===== src/rtl/bcqa_pkg.sv =====
`timescale 1ns / 1ps
// shared types and constants of the balanced class quota allocator
package bcqa_pkg;

	localparam int DEF_MAX_CLASSES = 64;
	localparam int DEF_COUNT_BITS  = 24;

	localparam int LABEL_W    = 6;
	localparam int QUOTA_W    = 24;
	localparam int BUDGET_W   = 24;
	localparam int CFG_IDX_W  = 1;
	localparam int CFG_DATA_W = 24;

	localparam int QUEUE_DEPTH = 4;

	// register indexes of the configuration port
	localparam logic [CFG_IDX_W-1:0] REG_TOP_CLASS = 1'b0;
	localparam logic [CFG_IDX_W-1:0] REG_BUDGET    = 1'b1;

	localparam logic [LABEL_W-1:0]  TOP_RESET    = 6'd63;
	localparam logic [BUDGET_W-1:0] BUDGET_RESET = 24'd0;

	// one classified item as it sits in the queue
	typedef struct packed {
		logic [LABEL_W-1:0] label;
		logic               hit;
		logic               last;
	} fe_t;

endpackage


===== src/rtl/bcqa_if.sv =====
`timescale 1ns / 1ps
// channel interfaces: label input, quota output and configuration write
interface bcqa_in_if;
	import bcqa_pkg::*;
	logic               valid;
	logic               ready;
	logic [LABEL_W-1:0] class_label;
	logic               last_item;
	modport source (output valid, output class_label, output last_item, input ready);
	modport sink (input valid, input class_label, input last_item, output ready);
endinterface

interface bcqa_out_if;
	import bcqa_pkg::*;
	logic               valid;
	logic               ready;
	logic [LABEL_W-1:0] class_index;
	logic [QUOTA_W-1:0] quota;
	logic               last_quota;
	modport source (output valid, output class_index, output quota, output last_quota,
		input ready);
	modport sink (input valid, input class_index, input quota, input last_quota,
		output ready);
endinterface

interface bcqa_cfg_if;
	import bcqa_pkg::*;
	logic                  valid;
	logic                  ready;
	logic [CFG_IDX_W-1:0]  index;
	logic [CFG_DATA_W-1:0] data;
	modport source (output valid, output index, output data, input ready);
	modport sink (input valid, input index, input data, output ready);
endinterface


===== src/rtl/bcqa_front.sv =====
`timescale 1ns / 1ps
// front end: configuration registers, item accept and range classification
module bcqa_front #(
	parameter int MAX_CLASSES = bcqa_pkg::DEF_MAX_CLASSES
) (
	input  logic                                   clk,
	input  logic                                   arst_n,
	bcqa_in_if.sink                                in_ch,
	bcqa_cfg_if.sink                               cfg_ch,
	input  logic                                   q_full,
	output logic                                   q_push,
	output bcqa_pkg::fe_t                          q_data,
	output logic [$clog2(MAX_CLASSES)-1:0]         top_eff,
	output logic [bcqa_pkg::BUDGET_W-1:0]          budget
);
	import bcqa_pkg::*;

	localparam int CW = $clog2(MAX_CLASSES);
	localparam logic [LABEL_W-1:0] TOP_CAP = LABEL_W'(MAX_CLASSES - 1);

	logic [LABEL_W-1:0]  top_q;
	logic [BUDGET_W-1:0] budget_q;
	logic [LABEL_W-1:0]  top_lim;

	assign cfg_ch.ready = 1'b1;

	always_ff @(posedge clk or negedge arst_n) begin
		if (!arst_n) begin
			top_q    <= TOP_RESET;
			budget_q <= BUDGET_RESET;
		end else if (cfg_ch.valid) begin
			unique case (cfg_ch.index)
				REG_TOP_CLASS: top_q    <= cfg_ch.data[LABEL_W-1:0];
				REG_BUDGET:    budget_q <= cfg_ch.data[BUDGET_W-1:0];
				default: ;
			endcase
		end
	end

	// top class clamped to the histogram size
	assign top_lim = (top_q > TOP_CAP) ? TOP_CAP : top_q;
	assign top_eff = top_lim[CW-1:0];
	assign budget  = budget_q;

	assign in_ch.ready = !q_full;
	assign q_push      = in_ch.valid && !q_full;
	assign q_data      = '{label: in_ch.class_label,
		hit: (in_ch.class_label <= top_lim),
		last: in_ch.last_item};

endmodule


===== src/rtl/bcqa_fifo.sv =====
`timescale 1ns / 1ps
// short item queue between front and back end
module bcqa_fifo (
	input  logic          clk,
	input  logic          arst_n,
	input  logic          push,
	input  bcqa_pkg::fe_t push_data,
	output logic          full,
	input  logic          pop,
	output bcqa_pkg::fe_t pop_data,
	output logic          empty
);
	import bcqa_pkg::*;

	localparam int AW = $clog2(QUEUE_DEPTH);
	localparam int NW = $clog2(QUEUE_DEPTH + 1);

	fe_t           slot_q [QUEUE_DEPTH];
	logic [AW-1:0] wr_ptr_q;
	logic [AW-1:0] rd_ptr_q;
	logic [NW-1:0] cnt_q;
	logic          do_push;
	logic          do_pop;

	assign full     = (cnt_q == NW'(QUEUE_DEPTH));
	assign empty    = (cnt_q == '0);
	assign do_push  = push && !full;
	assign do_pop   = pop && !empty;
	assign pop_data = slot_q[rd_ptr_q];

	always_ff @(posedge clk) begin
		if (do_push) begin
			slot_q[wr_ptr_q] <= push_data;
		end
	end

	always_ff @(posedge clk or negedge arst_n) begin
		if (!arst_n) begin
			wr_ptr_q <= '0;
			rd_ptr_q <= '0;
			cnt_q    <= '0;
		end else begin
			if (do_push) begin
				wr_ptr_q <= (wr_ptr_q == AW'(QUEUE_DEPTH - 1)) ? '0 : wr_ptr_q + 1'b1;
			end
			if (do_pop) begin
				rd_ptr_q <= (rd_ptr_q == AW'(QUEUE_DEPTH - 1)) ? '0 : rd_ptr_q + 1'b1;
			end
			if (do_push && !do_pop) begin
				cnt_q <= cnt_q + 1'b1;
			end else if (do_pop && !do_push) begin
				cnt_q <= cnt_q - 1'b1;
			end
		end
	end

endmodule


===== src/rtl/bcqa_div.sv =====
`timescale 1ns / 1ps
// restoring divider, one quotient bit per cycle
module bcqa_div #(
	parameter int NW = bcqa_pkg::BUDGET_W,
	parameter int DW = 7
) (
	input  logic          clk,
	input  logic          arst_n,
	input  logic          start,
	input  logic [NW-1:0] dividend,
	input  logic [DW-1:0] divisor,
	output logic          done,
	output logic [NW-1:0] quotient
);
	localparam int KW = $clog2(NW + 1);

	logic [NW-1:0] num_q;
	logic [DW-1:0] rem_q;
	logic [DW-1:0] den_q;
	logic [KW-1:0] cnt_q;
	logic          busy_q;
	logic          done_q;
	logic [DW:0]   rem_sh;
	logic [DW:0]   diff;
	logic          ge;

	assign rem_sh = {rem_q, num_q[NW-1]};
	assign ge     = (rem_sh >= {1'b0, den_q});
	assign diff   = rem_sh - {1'b0, den_q};

	always_ff @(posedge clk or negedge arst_n) begin
		if (!arst_n) begin
			num_q  <= '0;
			rem_q  <= '0;
			den_q  <= '0;
			cnt_q  <= '0;
			busy_q <= 1'b0;
			done_q <= 1'b0;
		end else if (start) begin
			num_q  <= dividend;
			rem_q  <= '0;
			den_q  <= divisor;
			cnt_q  <= KW'(NW);
			busy_q <= 1'b1;
			done_q <= 1'b0;
		end else if (busy_q) begin
			rem_q <= ge ? diff[DW-1:0] : rem_sh[DW-1:0];
			num_q <= {num_q[NW-2:0], ge};
			cnt_q <= cnt_q - 1'b1;
			if (cnt_q == KW'(1)) begin
				busy_q <= 1'b0;
				done_q <= 1'b1;
			end
		end else begin
			done_q <= 1'b0;
		end
	end

	assign done     = done_q;
	assign quotient = num_q;

endmodule


===== src/rtl/bcqa_back.sv =====
`timescale 1ns / 1ps
// back end: histogram update, quota allocation and quota emission
module bcqa_back #(
	parameter int MAX_CLASSES = bcqa_pkg::DEF_MAX_CLASSES,
	parameter int COUNT_BITS  = bcqa_pkg::DEF_COUNT_BITS
) (
	input  logic                           clk,
	input  logic                           arst_n,
	input  logic [$clog2(MAX_CLASSES)-1:0] top_eff,
	input  logic [bcqa_pkg::BUDGET_W-1:0]  budget,
	input  logic                           q_valid,
	input  bcqa_pkg::fe_t                  q_data,
	output logic                           q_pop,
	bcqa_out_if.source                     out_ch
);
	import bcqa_pkg::*;

	localparam int CW = $clog2(MAX_CLASSES);
	localparam int KW = $clog2(MAX_CLASSES + 1);
	localparam int WW = (COUNT_BITS > QUOTA_W) ? COUNT_BITS : QUOTA_W;

	typedef enum logic [3:0] {
		ST_LOAD,
		ST_DRAIN,
		ST_INIT,
		ST_SCAN,
		ST_SCAN_END,
		ST_DIV_WAIT,
		ST_GRANT,
		ST_EMIT_RD,
		ST_EMIT_WR
	} state_t;

	state_t state_q;

	// histogram memory, entries without a valid bit read as zero
	logic [COUNT_BITS-1:0]  hist_mem [MAX_CLASSES];
	logic [COUNT_BITS-1:0]  hist_rd_q;
	logic [MAX_CLASSES-1:0] hval_q;
	logic [MAX_CLASSES-1:0] pend_q;

	// quota memory
	logic [QUOTA_W-1:0] quota_mem [MAX_CLASSES];
	logic [QUOTA_W-1:0] quota_rd_q;

	// count update pipeline
	logic                  upd_s1;
	logic [CW-1:0]         lbl_s1;
	logic                  wr_v_q;
	logic [CW-1:0]         wr_lbl_q;
	logic [COUNT_BITS-1:0] wr_data_q;
	logic [COUNT_BITS-1:0] base;
	logic [COUNT_BITS-1:0] inc_val;

	// scan pipeline
	logic                  scan_s1;
	logic [CW-1:0]         sc_s1;

	logic [CW-1:0]         ic_q;
	logic [CW-1:0]         sc_q;
	logic [CW-1:0]         ec_q;
	logic [BUDGET_W-1:0]   budget_left_q;
	logic [KW-1:0]         classes_left_q;
	logic [KW-1:0]         cl_inc;
	logic [COUNT_BITS-1:0] min_q;
	logic [CW-1:0]         pick_q;
	logic                  found_q;

	logic                  hrd_en;
	logic [CW-1:0]         hrd_addr;

	logic                  div_start;
	logic                  div_done;
	logic [BUDGET_W-1:0]   share;
	logic [WW-1:0]         grant_w;
	logic [QUOTA_W-1:0]    grant;

	logic                  out_v_q;
	logic [LABEL_W-1:0]    out_idx_q;
	logic [QUOTA_W-1:0]    out_quota_q;
	logic                  out_last_q;
	logic                  out_free;

	assign q_pop    = (state_q == ST_LOAD) && q_valid;
	assign hrd_en   = (q_pop && q_data.hit) || (state_q == ST_SCAN);
	assign hrd_addr = (state_q == ST_SCAN) ? sc_q : q_data.label[CW-1:0];

	// forward the previous write when the same class follows
	assign base = (wr_v_q && (wr_lbl_q == lbl_s1)) ? wr_data_q :
		(hval_q[lbl_s1] ? hist_rd_q : '0);
	assign inc_val = (base == '1) ? base : base + 1'b1;

	assign cl_inc = classes_left_q + KW'(hval_q[ic_q]);

	assign div_start = (state_q == ST_SCAN_END);
	assign grant_w   = (WW'(min_q) < WW'(share)) ? WW'(min_q) : WW'(share);
	assign grant     = grant_w[QUOTA_W-1:0];

	assign out_free = !out_v_q || out_ch.ready;

	bcqa_div #(
		.NW (BUDGET_W),
		.DW (KW)
	) u_div (
		.clk      (clk),
		.arst_n   (arst_n),
		.start    (div_start),
		.dividend (budget_left_q),
		.divisor  (classes_left_q),
		.done     (div_done),
		.quotient (share)
	);

	always_ff @(posedge clk) begin
		if (upd_s1) begin
			hist_mem[lbl_s1] <= inc_val;
		end
		if (hrd_en) begin
			hist_rd_q <= hist_mem[hrd_addr];
		end
	end

	always_ff @(posedge clk) begin
		if (state_q == ST_GRANT) begin
			quota_mem[pick_q] <= grant;
		end
		if (state_q == ST_EMIT_RD) begin
			quota_rd_q <= quota_mem[ec_q];
		end
	end

	always_ff @(posedge clk or negedge arst_n) begin
		if (!arst_n) begin
			state_q        <= ST_LOAD;
			hval_q         <= '0;
			pend_q         <= '0;
			upd_s1         <= 1'b0;
			lbl_s1         <= '0;
			wr_v_q         <= 1'b0;
			wr_lbl_q       <= '0;
			wr_data_q      <= '0;
			scan_s1        <= 1'b0;
			sc_s1          <= '0;
			ic_q           <= '0;
			sc_q           <= '0;
			ec_q           <= '0;
			budget_left_q  <= '0;
			classes_left_q <= '0;
			min_q          <= '0;
			pick_q         <= '0;
			found_q        <= 1'b0;
			out_v_q        <= 1'b0;
			out_idx_q      <= '0;
			out_quota_q    <= '0;
			out_last_q     <= 1'b0;
		end else begin
			upd_s1  <= q_pop && q_data.hit;
			lbl_s1  <= q_data.label[CW-1:0];
			wr_v_q  <= upd_s1;
			scan_s1 <= (state_q == ST_SCAN);
			sc_s1   <= sc_q;

			if (upd_s1) begin
				hval_q[lbl_s1] <= 1'b1;
				wr_lbl_q       <= lbl_s1;
				wr_data_q      <= inc_val;
			end

			// running minimum over pending classes, lower index wins ties
			if (scan_s1 && pend_q[sc_s1] && (!found_q || hist_rd_q < min_q)) begin
				min_q   <= hist_rd_q;
				pick_q  <= sc_s1;
				found_q <= 1'b1;
			end

			if (out_ch.ready) begin
				out_v_q <= 1'b0;
			end

			unique case (state_q)
				ST_LOAD: begin
					if (q_pop && q_data.last) begin
						state_q <= ST_DRAIN;
					end
				end
				ST_DRAIN: begin
					budget_left_q  <= budget;
					classes_left_q <= '0;
					ic_q           <= '0;
					state_q        <= ST_INIT;
				end
				ST_INIT: begin
					pend_q[ic_q]   <= hval_q[ic_q];
					classes_left_q <= cl_inc;
					if (ic_q == top_eff) begin
						if (cl_inc == '0) begin
							ec_q    <= '0;
							state_q <= ST_EMIT_RD;
						end else begin
							sc_q    <= '0;
							found_q <= 1'b0;
							state_q <= ST_SCAN;
						end
					end else begin
						ic_q <= ic_q + 1'b1;
					end
				end
				ST_SCAN: begin
					sc_q <= sc_q + 1'b1;
					if (sc_q == top_eff) begin
						state_q <= ST_SCAN_END;
					end
				end
				ST_SCAN_END: begin
					state_q <= ST_DIV_WAIT;
				end
				ST_DIV_WAIT: begin
					if (div_done) begin
						state_q <= ST_GRANT;
					end
				end
				ST_GRANT: begin
					pend_q[pick_q] <= 1'b0;
					budget_left_q  <= budget_left_q - grant;
					classes_left_q <= classes_left_q - 1'b1;
					if (classes_left_q == KW'(1)) begin
						ec_q    <= '0;
						state_q <= ST_EMIT_RD;
					end else begin
						sc_q    <= '0;
						found_q <= 1'b0;
						state_q <= ST_SCAN;
					end
				end
				ST_EMIT_RD: begin
					state_q <= ST_EMIT_WR;
				end
				ST_EMIT_WR: begin
					if (out_free) begin
						out_v_q     <= 1'b1;
						out_idx_q   <= LABEL_W'(ec_q);
						out_quota_q <= hval_q[ec_q] ? quota_rd_q : '0;
						out_last_q  <= (ec_q == top_eff);
						if (ec_q == top_eff) begin
							hval_q  <= '0;
							state_q <= ST_LOAD;
						end else begin
							ec_q    <= ec_q + 1'b1;
							state_q <= ST_EMIT_RD;
						end
					end
				end
				default: state_q <= ST_LOAD;
			endcase
		end
	end

	assign out_ch.valid       = out_v_q;
	assign out_ch.class_index = out_idx_q;
	assign out_ch.quota       = out_quota_q;
	assign out_ch.last_quota  = out_last_q;

endmodule


===== src/rtl/balanced_class_quota_allocator_top.sv =====
`timescale 1ns / 1ps
// top level of the balanced class quota allocator
//
//  channel  | dir | handshake     | payload
//  ---------+-----+---------------+------------------------------------------
//  in_ch    | in  | valid / ready | class_label[5:0], last_item
//  out_ch   | out | valid / ready | class_index[5:0], quota[23:0], last_quota
//  cfg_ch   | in  | valid / ready | index[0] (0 top class, 1 budget), data[23:0]
//
// labels are taken one per cycle while the back end is loading counts
// the item marked last starts allocation: a setup pass over the classes, then,
//   for each class that holds items, a min scan over the count memory through
//   its single read port, a 24 bit bit-serial divide of the budget left by the
//   classes left, and a grant
// quotas then leave one per class from 0 to the top class
// the front keeps taking items into a four entry queue during allocation
// reset is asynchronous, active low; histogram valid bits clear at once, no sweep
// out_ch stalls hold the output register; in_ch stalls once the queue fills
module balanced_class_quota_allocator_top #(
	parameter int MAX_CLASSES = bcqa_pkg::DEF_MAX_CLASSES,
	parameter int COUNT_BITS  = bcqa_pkg::DEF_COUNT_BITS
) (
	input  logic        clk,
	input  logic        arst_n,
	bcqa_in_if.sink     in_ch,
	bcqa_out_if.source  out_ch,
	bcqa_cfg_if.sink    cfg_ch
);
	import bcqa_pkg::*;

	localparam int CW = $clog2(MAX_CLASSES);

	// front to queue
	logic          q_push;
	fe_t           q_push_data;
	logic          q_full;

	// queue to back
	logic          q_pop;
	fe_t           q_pop_data;
	logic          q_empty;

	// configuration seen by the back end
	logic [CW-1:0]       top_eff;
	logic [BUDGET_W-1:0] budget;

	bcqa_front #(
		.MAX_CLASSES (MAX_CLASSES)
	) u_front (
		.clk     (clk),
		.arst_n  (arst_n),
		.in_ch   (in_ch),
		.cfg_ch  (cfg_ch),
		.q_full  (q_full),
		.q_push  (q_push),
		.q_data  (q_push_data),
		.top_eff (top_eff),
		.budget  (budget)
	);

	bcqa_fifo u_fifo (
		.clk       (clk),
		.arst_n    (arst_n),
		.push      (q_push),
		.push_data (q_push_data),
		.full      (q_full),
		.pop       (q_pop),
		.pop_data  (q_pop_data),
		.empty     (q_empty)
	);

	// count update, min scan, divide and quota output
	bcqa_back #(
		.MAX_CLASSES (MAX_CLASSES),
		.COUNT_BITS  (COUNT_BITS)
	) u_back (
		.clk     (clk),
		.arst_n  (arst_n),
		.top_eff (top_eff),
		.budget  (budget),
		.q_valid (!q_empty),
		.q_data  (q_pop_data),
		.q_pop   (q_pop),
		.out_ch  (out_ch)
	);

endmodule


===== src/flat_wrapper.sv =====
// flat-port wrapper written by rule: the top's interface ports become plain ports
module balanced_class_quota_allocator_top_flat import bcqa_pkg::*;
#(
	parameter int MAX_CLASSES = bcqa_pkg::DEF_MAX_CLASSES,
	parameter int COUNT_BITS  = bcqa_pkg::DEF_COUNT_BITS
)
  (clk, arst_n, in_ch_valid, in_ch_class_label, in_ch_last_item, in_ch_ready, out_ch_valid, out_ch_class_index, out_ch_quota, out_ch_last_quota, out_ch_ready, cfg_ch_valid, cfg_ch_index, cfg_ch_data, cfg_ch_ready);
  bcqa_in_if in_ch_i ();
  bcqa_out_if out_ch_i ();
  bcqa_cfg_if cfg_ch_i ();
  input  logic clk;
  input  logic arst_n;
  input wire logic [$bits(in_ch_i.valid)-1:0] in_ch_valid;
  input wire logic [$bits(in_ch_i.class_label)-1:0] in_ch_class_label;
  input wire logic [$bits(in_ch_i.last_item)-1:0] in_ch_last_item;
  output wire logic [$bits(in_ch_i.ready)-1:0] in_ch_ready;
  output wire logic [$bits(out_ch_i.valid)-1:0] out_ch_valid;
  output wire logic [$bits(out_ch_i.class_index)-1:0] out_ch_class_index;
  output wire logic [$bits(out_ch_i.quota)-1:0] out_ch_quota;
  output wire logic [$bits(out_ch_i.last_quota)-1:0] out_ch_last_quota;
  input wire logic [$bits(out_ch_i.ready)-1:0] out_ch_ready;
  input wire logic [$bits(cfg_ch_i.valid)-1:0] cfg_ch_valid;
  input wire logic [$bits(cfg_ch_i.index)-1:0] cfg_ch_index;
  input wire logic [$bits(cfg_ch_i.data)-1:0] cfg_ch_data;
  output wire logic [$bits(cfg_ch_i.ready)-1:0] cfg_ch_ready;
  assign in_ch_i.valid = in_ch_valid;
  assign in_ch_i.class_label = in_ch_class_label;
  assign in_ch_i.last_item = in_ch_last_item;
  assign in_ch_ready = in_ch_i.ready;
  assign out_ch_valid = out_ch_i.valid;
  assign out_ch_class_index = out_ch_i.class_index;
  assign out_ch_quota = out_ch_i.quota;
  assign out_ch_last_quota = out_ch_i.last_quota;
  assign out_ch_i.ready = out_ch_ready;
  assign cfg_ch_i.valid = cfg_ch_valid;
  assign cfg_ch_i.index = cfg_ch_index;
  assign cfg_ch_i.data = cfg_ch_data;
  assign cfg_ch_ready = cfg_ch_i.ready;
  balanced_class_quota_allocator_top #(.MAX_CLASSES(MAX_CLASSES), .COUNT_BITS(COUNT_BITS)) u_core (.clk(clk), .arst_n(arst_n), .in_ch(in_ch_i), .out_ch(out_ch_i), .cfg_ch(cfg_ch_i));
endmodule

===== config.mk =====
export PLATFORM = sky130hd
export DESIGN_NAME = balanced_class_quota_allocator_top_flat
export DESIGN_NICKNAME = d
export VERILOG_FILES = /design/src/rtl/bcqa_pkg.sv /design/src/rtl/bcqa_if.sv /design/src/rtl/bcqa_front.sv /design/src/rtl/bcqa_fifo.sv /design/src/rtl/bcqa_div.sv /design/src/rtl/bcqa_back.sv /design/src/rtl/balanced_class_quota_allocator_top.sv /design/src/flat_wrapper.sv
export SDC_FILE = /design/constraint.sdc
export NUM_CORES = 2
export LEC_CHECK = 0
export BUFFER_PORTS_ARGS = -buffer_cell sky130_fd_sc_hd__buf_2
export CORE_MARGIN = 1
export CORE_UTILIZATION = 55
export CTS_BUF_LIST = sky130_fd_sc_hd__clkbuf_4
export DETAILED_ROUTE_END_ITERATION = 10
export PLACE_DENSITY = 0.71
export RECOVER_POWER = 50
export SLEW_MARGIN = 30
export SYNTH_ARGS = -nofsm -noshare
export SYNTH_HDL_FRONTEND = slang
export SYNTH_SLANG_ARGS = --single-unit

===== constraint.sdc =====
create_clock -name clk -period 12.6 [get_ports clk]
set_input_delay 2.52 -clock clk [delete_from_list [all_inputs] [get_ports clk]]
set_output_delay 2.52 -clock clk [all_outputs]
set_load 0.02 [all_outputs]

# Yosys cells after proc, flatten, opt, wreduce, memory -nomap -nowiden
# Memories as Yosys holds them, arrays and structs flattened. A register that Yosys moved wholly into a read port is not among the register bits.
# Index checks and enable logic that the tools add are counted.
# totals
reg_bits	371
mem_bits_rw	3104
output_inout_bits	34
wordCells	218
n_memories	3
# classes
n_addsub	13
magnitude_cmp	13
eq_ne	30
mux	81
n_bitwise	4
reduce_logical	41
# memory_table
name	words	word_bits	read_ports	rd_clocked_by_memory_dff	wr	line	text
u_core.u_back.hist_mem	64	24	1	1	1	bcqa_back.sv:37	logic [COUNT_BITS-1:0] hist_mem [MAX_CLASSES];
u_core.u_back.quota_mem	64	24	1	1	1	bcqa_back.sv:43	logic [QUOTA_W-1:0] quota_mem [MAX_CLASSES];
u_core.u_fifo.slot_q	4	8	1	0	1	bcqa_fifo.sv:18	fe_t slot_q [QUEUE_DEPTH];
# op_table
cell	count
$mux W64	4
$mux W24	7
$pmux W64 S2	1
$mux W6	11
$and A64 B64 Y64	1
$bwmux W64	1
$not A64 Y64	1
$or A64 B64 Y64	1
$lt A24 B24 Y1	2
$pmux W24 S2	1
$pmux W4 S9	1
$pmux W6 S3	2
$lt A6 B7 Y1 const B	5
$mux W1	26
$add A24 B1 Y24 const B	1
$bmux W1 S6	4
$eq A24 B24 Y1 const B	1
$eq A6 B6 Y1	4
$sub A24 B24 Y24	1
$mux W7	3
$pmux W7 S3	1
$mux W4	5
$add A6 B1 Y6 const B	3
$demux W1 S6	3
40 further kinds	92

# Depth between registers and ports, before layout
# logic_depth
word_depth	9
mapped_depth	24
depth_no_buf	23

# Hierarchy
# From an unflattened synthesis, not the netlist that was laid out.
# unflattened
cells_unflattened	7377
area_unflattened_um2	142576.7
# by_module_without_submodules
module	n_inst	cells_per_inst	area_each_um2	seq_area_each_um2
bcqa_back	1	6948	137140.3	100921.8
bcqa_div	1	239	2353.5	1126.1
bcqa_fifo	1	79	1619.1	1136.1
bcqa_front	1	110	1460.2	758.2
balanced_class_quota_allocator_top	1	1	3.8	0.0

# Least setup slack after synthesis
# OpenSTA, ideal clock, no wires.
# synth_timing
path_type	reg2reg
start	reg u_core.u_back.lbl_s1[3]
end	mem u_core.u_back.hist_mem[0][8] (netlist name), data pin
arrival_time_ns	5.562
path_slack_ns	6.337
path_stages_with_launch	18
path_buffers	4
period_less_slack_ns	6.263
path_cell_list	dfrtp_1 or3b_1 buf_2 nor3b_2 a211oi_1 and3_1 buf_2 o21a_2 buf_6 nor2_1 buf_2 a22oi_1 inv_1 ha_1 o21a_1 nand4_1 and3_1 o21ai_0
# synth_between
elab_chain_len	6
word_cells_on_any_way	9
classes_between	1 x add/sub; 2 x eq/ne; 5 x mux; 1 x reduce/logical
# synth_rtl
element	line	text
from (decl)	bcqa_back.sv:48	logic [CW-1:0] lbl_s1;
from (signal assigned)	bcqa_back.sv:158	lbl_s1 <= q_data.label[CW-1:0];
$bmux W1 S6	bcqa_back.sv:90	(hval_q[lbl_s1] ? hist_rd_q : '0);
$mux W1 (not written as such)	bcqa_back.sv:90	
$mux W24	bcqa_back.sv:90	
$mux W24 (*)	bcqa_back.sv:89	assign base = (wr_v_q && (wr_lbl_q == lbl_s1)) ? wr_data_q :
$add A24 B1 Y24 / $eq A24 B24 Y1 (equally long branches)	bcqa_back.sv:91	assign inc_val = (base == '1) ? base : base + 1'b1;
$mux W24 (*)	bcqa_back.sv:91	
net u_core.u_back.inc_val[8]	bcqa_back.sv:53	logic [COUNT_BITS-1:0] inc_val;
to (decl)	bcqa_back.sv:37	
# Mark *: on every way through the listed nets, which the timed path passes. The rest lies on a longest branch. The select of a mux whose other input is x is not followed.

==> summary.md <==
| Metric | Value |
|---|---|
| I/O Pins | 71 |
| Synth top area share | 0.6560 |
| Die Footprint | 264400 µm² |
| Post-synth cell types | 98 |
| Req. time, crit path | 13.38 ns |
| Status | finished, violations left |
| Vias in the first global route | 85804 |
| Setup crit start kind | input port |
| Cell Count, Final, Fillers Out | 13591 |
| Root Buffer | clkbuf_4 |
| Largest delay share family, worst path | buffers and inverters |
| Final Setup Violations | 0 |
| Postcts setup bufs | 0 |
| Placed insts | 12068 |
| CP Launch Point | arst_n |
| Layout area overhead | 11.14% |
| CTS buffer count | 851 |
| Switching part of the total | 0.3881 |
| RR Startpoint | u_core.u_back.min_q[9] |
| Max Clk Rate | 123.3 MHz |
| Largest cells by area after synthesis | edfxtp_1 (66%), mux4_2 (8.8%), dfrtp_1 (6.3%) |
| Clk pin slew, worst setup/hold paths | 0.06 ns |
| Drt total wl | 382200 µm |
| Switching power | 15.82 mW |
| Cell-internal power | 24.94 mW |
| H-Tree Depth | 6 |
| Area leader, netlist | edfxtp_1 |
| Worst hold path type | reg -> reg |
| Hpwl dp | 216500 µm |
| Unrepaired setup endpoints after global routing | no |
| # hold bufs at CTS | 0 |
| First-pass GRT wire length | 557200 µm |
| WP buf/inv | 2 |
| Gate power share | 0.365 |
| Utilization after layout | 0.6163 |
| Worst-path maximum fanout | 145 |
| Row count | 187 |
| Post-Syn Area | 144300 µm² |
| CP max stage delay | 3.08 ns |
| Sequential area share after synthesis | 0.7204 |
| Ratio of cells with drive above 1 in the final layout | 0.2314 |
| RD Place Congestion | 0.9101 |
| CTS tree | yes |
| Cell Chain, Critical Path | clkbuf_1 -> clkbuf_2 |
| Most frequent cells after synthesis | edfxtp_1 (3152), nand2_1 (1022), mux4_2 (566), a211oi_1 (565), clkbuf_1 (512) |
| Clock power frac | 0.229 |
| WL/cell | 28.12 µm |
| I/O Buffers | 69 |
| Avg Vias per Cell | 6.333 |
| Critical path arrival | 8.89 ns |
| Post-cts sizing count | 0 |
| Synth Net Count | 8982 |
| Max-slew headroom | -2.071 |
| Worst skew pair latency | 1.63 ns |
| Worst reg-to-reg path cell count | 22 |
| Remaining antenna violation count | 0 |
| DIE WIDTH | 514.2 µm |
| Fin crit share | 0.6438 |
| DR pass1 iterations | 11 |
| All-Layer GR Usage | 0.2878 |
| Final hold vios | 0 |
| Area of the multi-input gates | 38350 µm² |
| Critical setup path kind | in -> async |
| Failing checks | DRC, capacitance limit, slew limit |
| CP endpoint kind | asynchronous set/reset pin |
| Max Clock Skew | 0.1590 ns |
| Drt drc | 3 |
| Die height | 514.2 µm |
| Syn Inst Count | 8844 |
| Pin count of the biggest net entering global routing | 188 |
| Core Area | 260200 µm² |
| Seq cells post-synth | 3523 |
| Total Nets Final | 9568 |
| Initial antenna violation count | 18 |
| Pins Over Slew Limit | 3157 |
| Filler cells | 18933 |
| Post-synth EDFFs | 3152 |
| Initial core utilization | 0.5545 |
| Total number of vias | 86077 |
| RR Endpoint | u_core.u_back.budget_left_q[20] |
| Seq pwr share | 0.406 |
| R2R setup slack | 4.96 ns |
| Leak | 53.00 nW |
| Critical path depth | 2 |
| Slowest CP cell | clkbuf_1 |
| CTS Sinks | 3523 |
| Critical Path Sink | u_core.u_back.wr_data_q[13] |
| Most frequent cell after synthesis | edfxtp_1 |
| Peak supply drop | 359.8 µV |
| Commonest register cell after synthesis | edfxtp_1 |
| Min Tclk post-route | 8.112 ns |
| Grt total ovfl | 0 |
| Max clock buf depth | 4 |
| Worst-Margin Slew | 4.606 ns |
| Initial drt markers | 10065 |
| Setup_tns | 0 ns |
| Max cap viols | 128 |
| Tot Pwr | 40.76 mW |
| Share of flip-flops with an asynchronous set or reset | 0.1053 |
| Yosys warnings | 0 |
| Mapped Avg Cell Area | 16.31 µm² |
| Reg area | 104000 µm² |
| PwrDens | 254.2 nW/µm² |
kinds of logic (layout without fill, tap and decap cells):
kind of cell,count (synthesis),after routing,share of synthesized area
flops,3523,3523,0.7204
simple gates,1975,1975,0.06306
compound gates,1714,1714,0.08344
buf+inv,726,1962,0.01935
mux,722,722,0.09981
fa+ha+maj,101,101,0.008915
xor+xnor,82,82,0.004978
other cells,1,16,0.00002599
through the flow:
step	hold slack, ns	instance area, µm²	setup slack [ns]
final	0.4672	160400	4.488
after global placement	0.4485	149700	5.667
after global routing	0.4904	160300	3.238
after floorplan	0.3519	144300	6.337
after detailed placement	0.4552	151000	6.122
after CTS	0.4698	161900	6.104
power groups by stage:
stage	Clock (mW)	Sequential, mW	Combinational (mW)
global route	10.1	16.6	15.9
finish	9.33	16.6	14.9
global placement	0	16.7	14.3
CTS	9.49	16.5	14.8
floorplan	0	16.5	9.36
detailed placement	0	16.8	14.7
cells in the final DEF, fill, tap and decap left out, types with 36 or more instances in the layout:
cell / Yosys / final
edfxtp_1: 3152 / 3152
clkbuf_4: 0 / 1261
nand2_1: 1022 / 1021
mux4_2: 566 / 566
a211oi_1: 565 / 563
and2_1: 369 / 365
dfrtp_1: 365 / 359
a21oi_1: 306 / 305
a311oi_1: 201 / 201
a31oi_1: 199 / 199
nor2_1: 260 / 197
clkinv_1: 3 / 172
o21ai_0: 148 / 147
clkbuf_1: 512 / 146
buf_4: 3 / 102
inv_1: 119 / 98
ha_1: 98 / 98
nand3_1: 95 / 94
mux2i_1: 83 / 77
o21a_1: 72 / 71
mux2_2: 71 / 69
buf_2: 26 / 58
a32o_1: 45 / 45
nor2_4: 0 / 39
and2_0: 32 / 36
worst min-delay path by stage:
stage,endpoint,start,slack [ns],cells past startpoint
2_1_floorplan,u_core.u_back.sc_s1[3],u_core.u_back.sc_q[3],0.35,0
6_report,u_core.u_back.out_ch.quota[20],u_core.u_back.out_ch.quota[20],0.47,2
3_5_place_dp,u_core.u_back.out_ch.quota[6],u_core.u_back.out_ch.quota[6],0.46,2
4_1_cts,u_core.u_back.out_ch.quota[20],u_core.u_back.out_ch.quota[20],0.47,2
3_3_place_gp,u_core.u_back.out_ch.quota[19],u_core.u_back.out_ch.quota[19],0.45,2
5_1_grt,u_core.u_back.out_ch.quota[11],u_core.u_back.out_ch.quota[11],0.49,2
state kept, by name (all words and copies together) (netlist names), 24 cells and up:
signal                        count
u_core.u_back.hval_q             64
u_core.u_back.hist_mem         1536
u_core.u_back.min_q              24
u_core.u_back.budget_left_q      24
u_core.u_back.hist_rd_q          24
u_core.u_back.out_ch.quota       24
u_core.u_back.u_div.quotient     24
u_core.u_back.quota_rd_q         24
u_core.u_back.quota_mem        1536
u_core.u_back.wr_data_q          24
u_core.u_front.budget            24
u_core.u_fifo.slot_q             32
u_core.u_back.pend_q             64
cell type report:
type,instances,area share
diodes,15,0.0002341
clock buffers,1261,0.05904
clock inverters,242,0.009129
inverters,123,0.002989
multi-input cells,4595,0.2392
flip-flops and latches,3523,0.6483
well taps,3496,0.02728
repair buffers,336,0.01384
routing by layer:
metal / up-vias / GRT usage / wire length, µm
li1: 36762 / - / -
met5: - / 0 / 83
met2: 4665 / 0.4624 / 184200
met1: 43819 / 0.3730 / 143300
met4: 12 / 0.1556 / 20230
met3: 819 / 0.05549 / 34340
(Power assumes the default switching activity.)
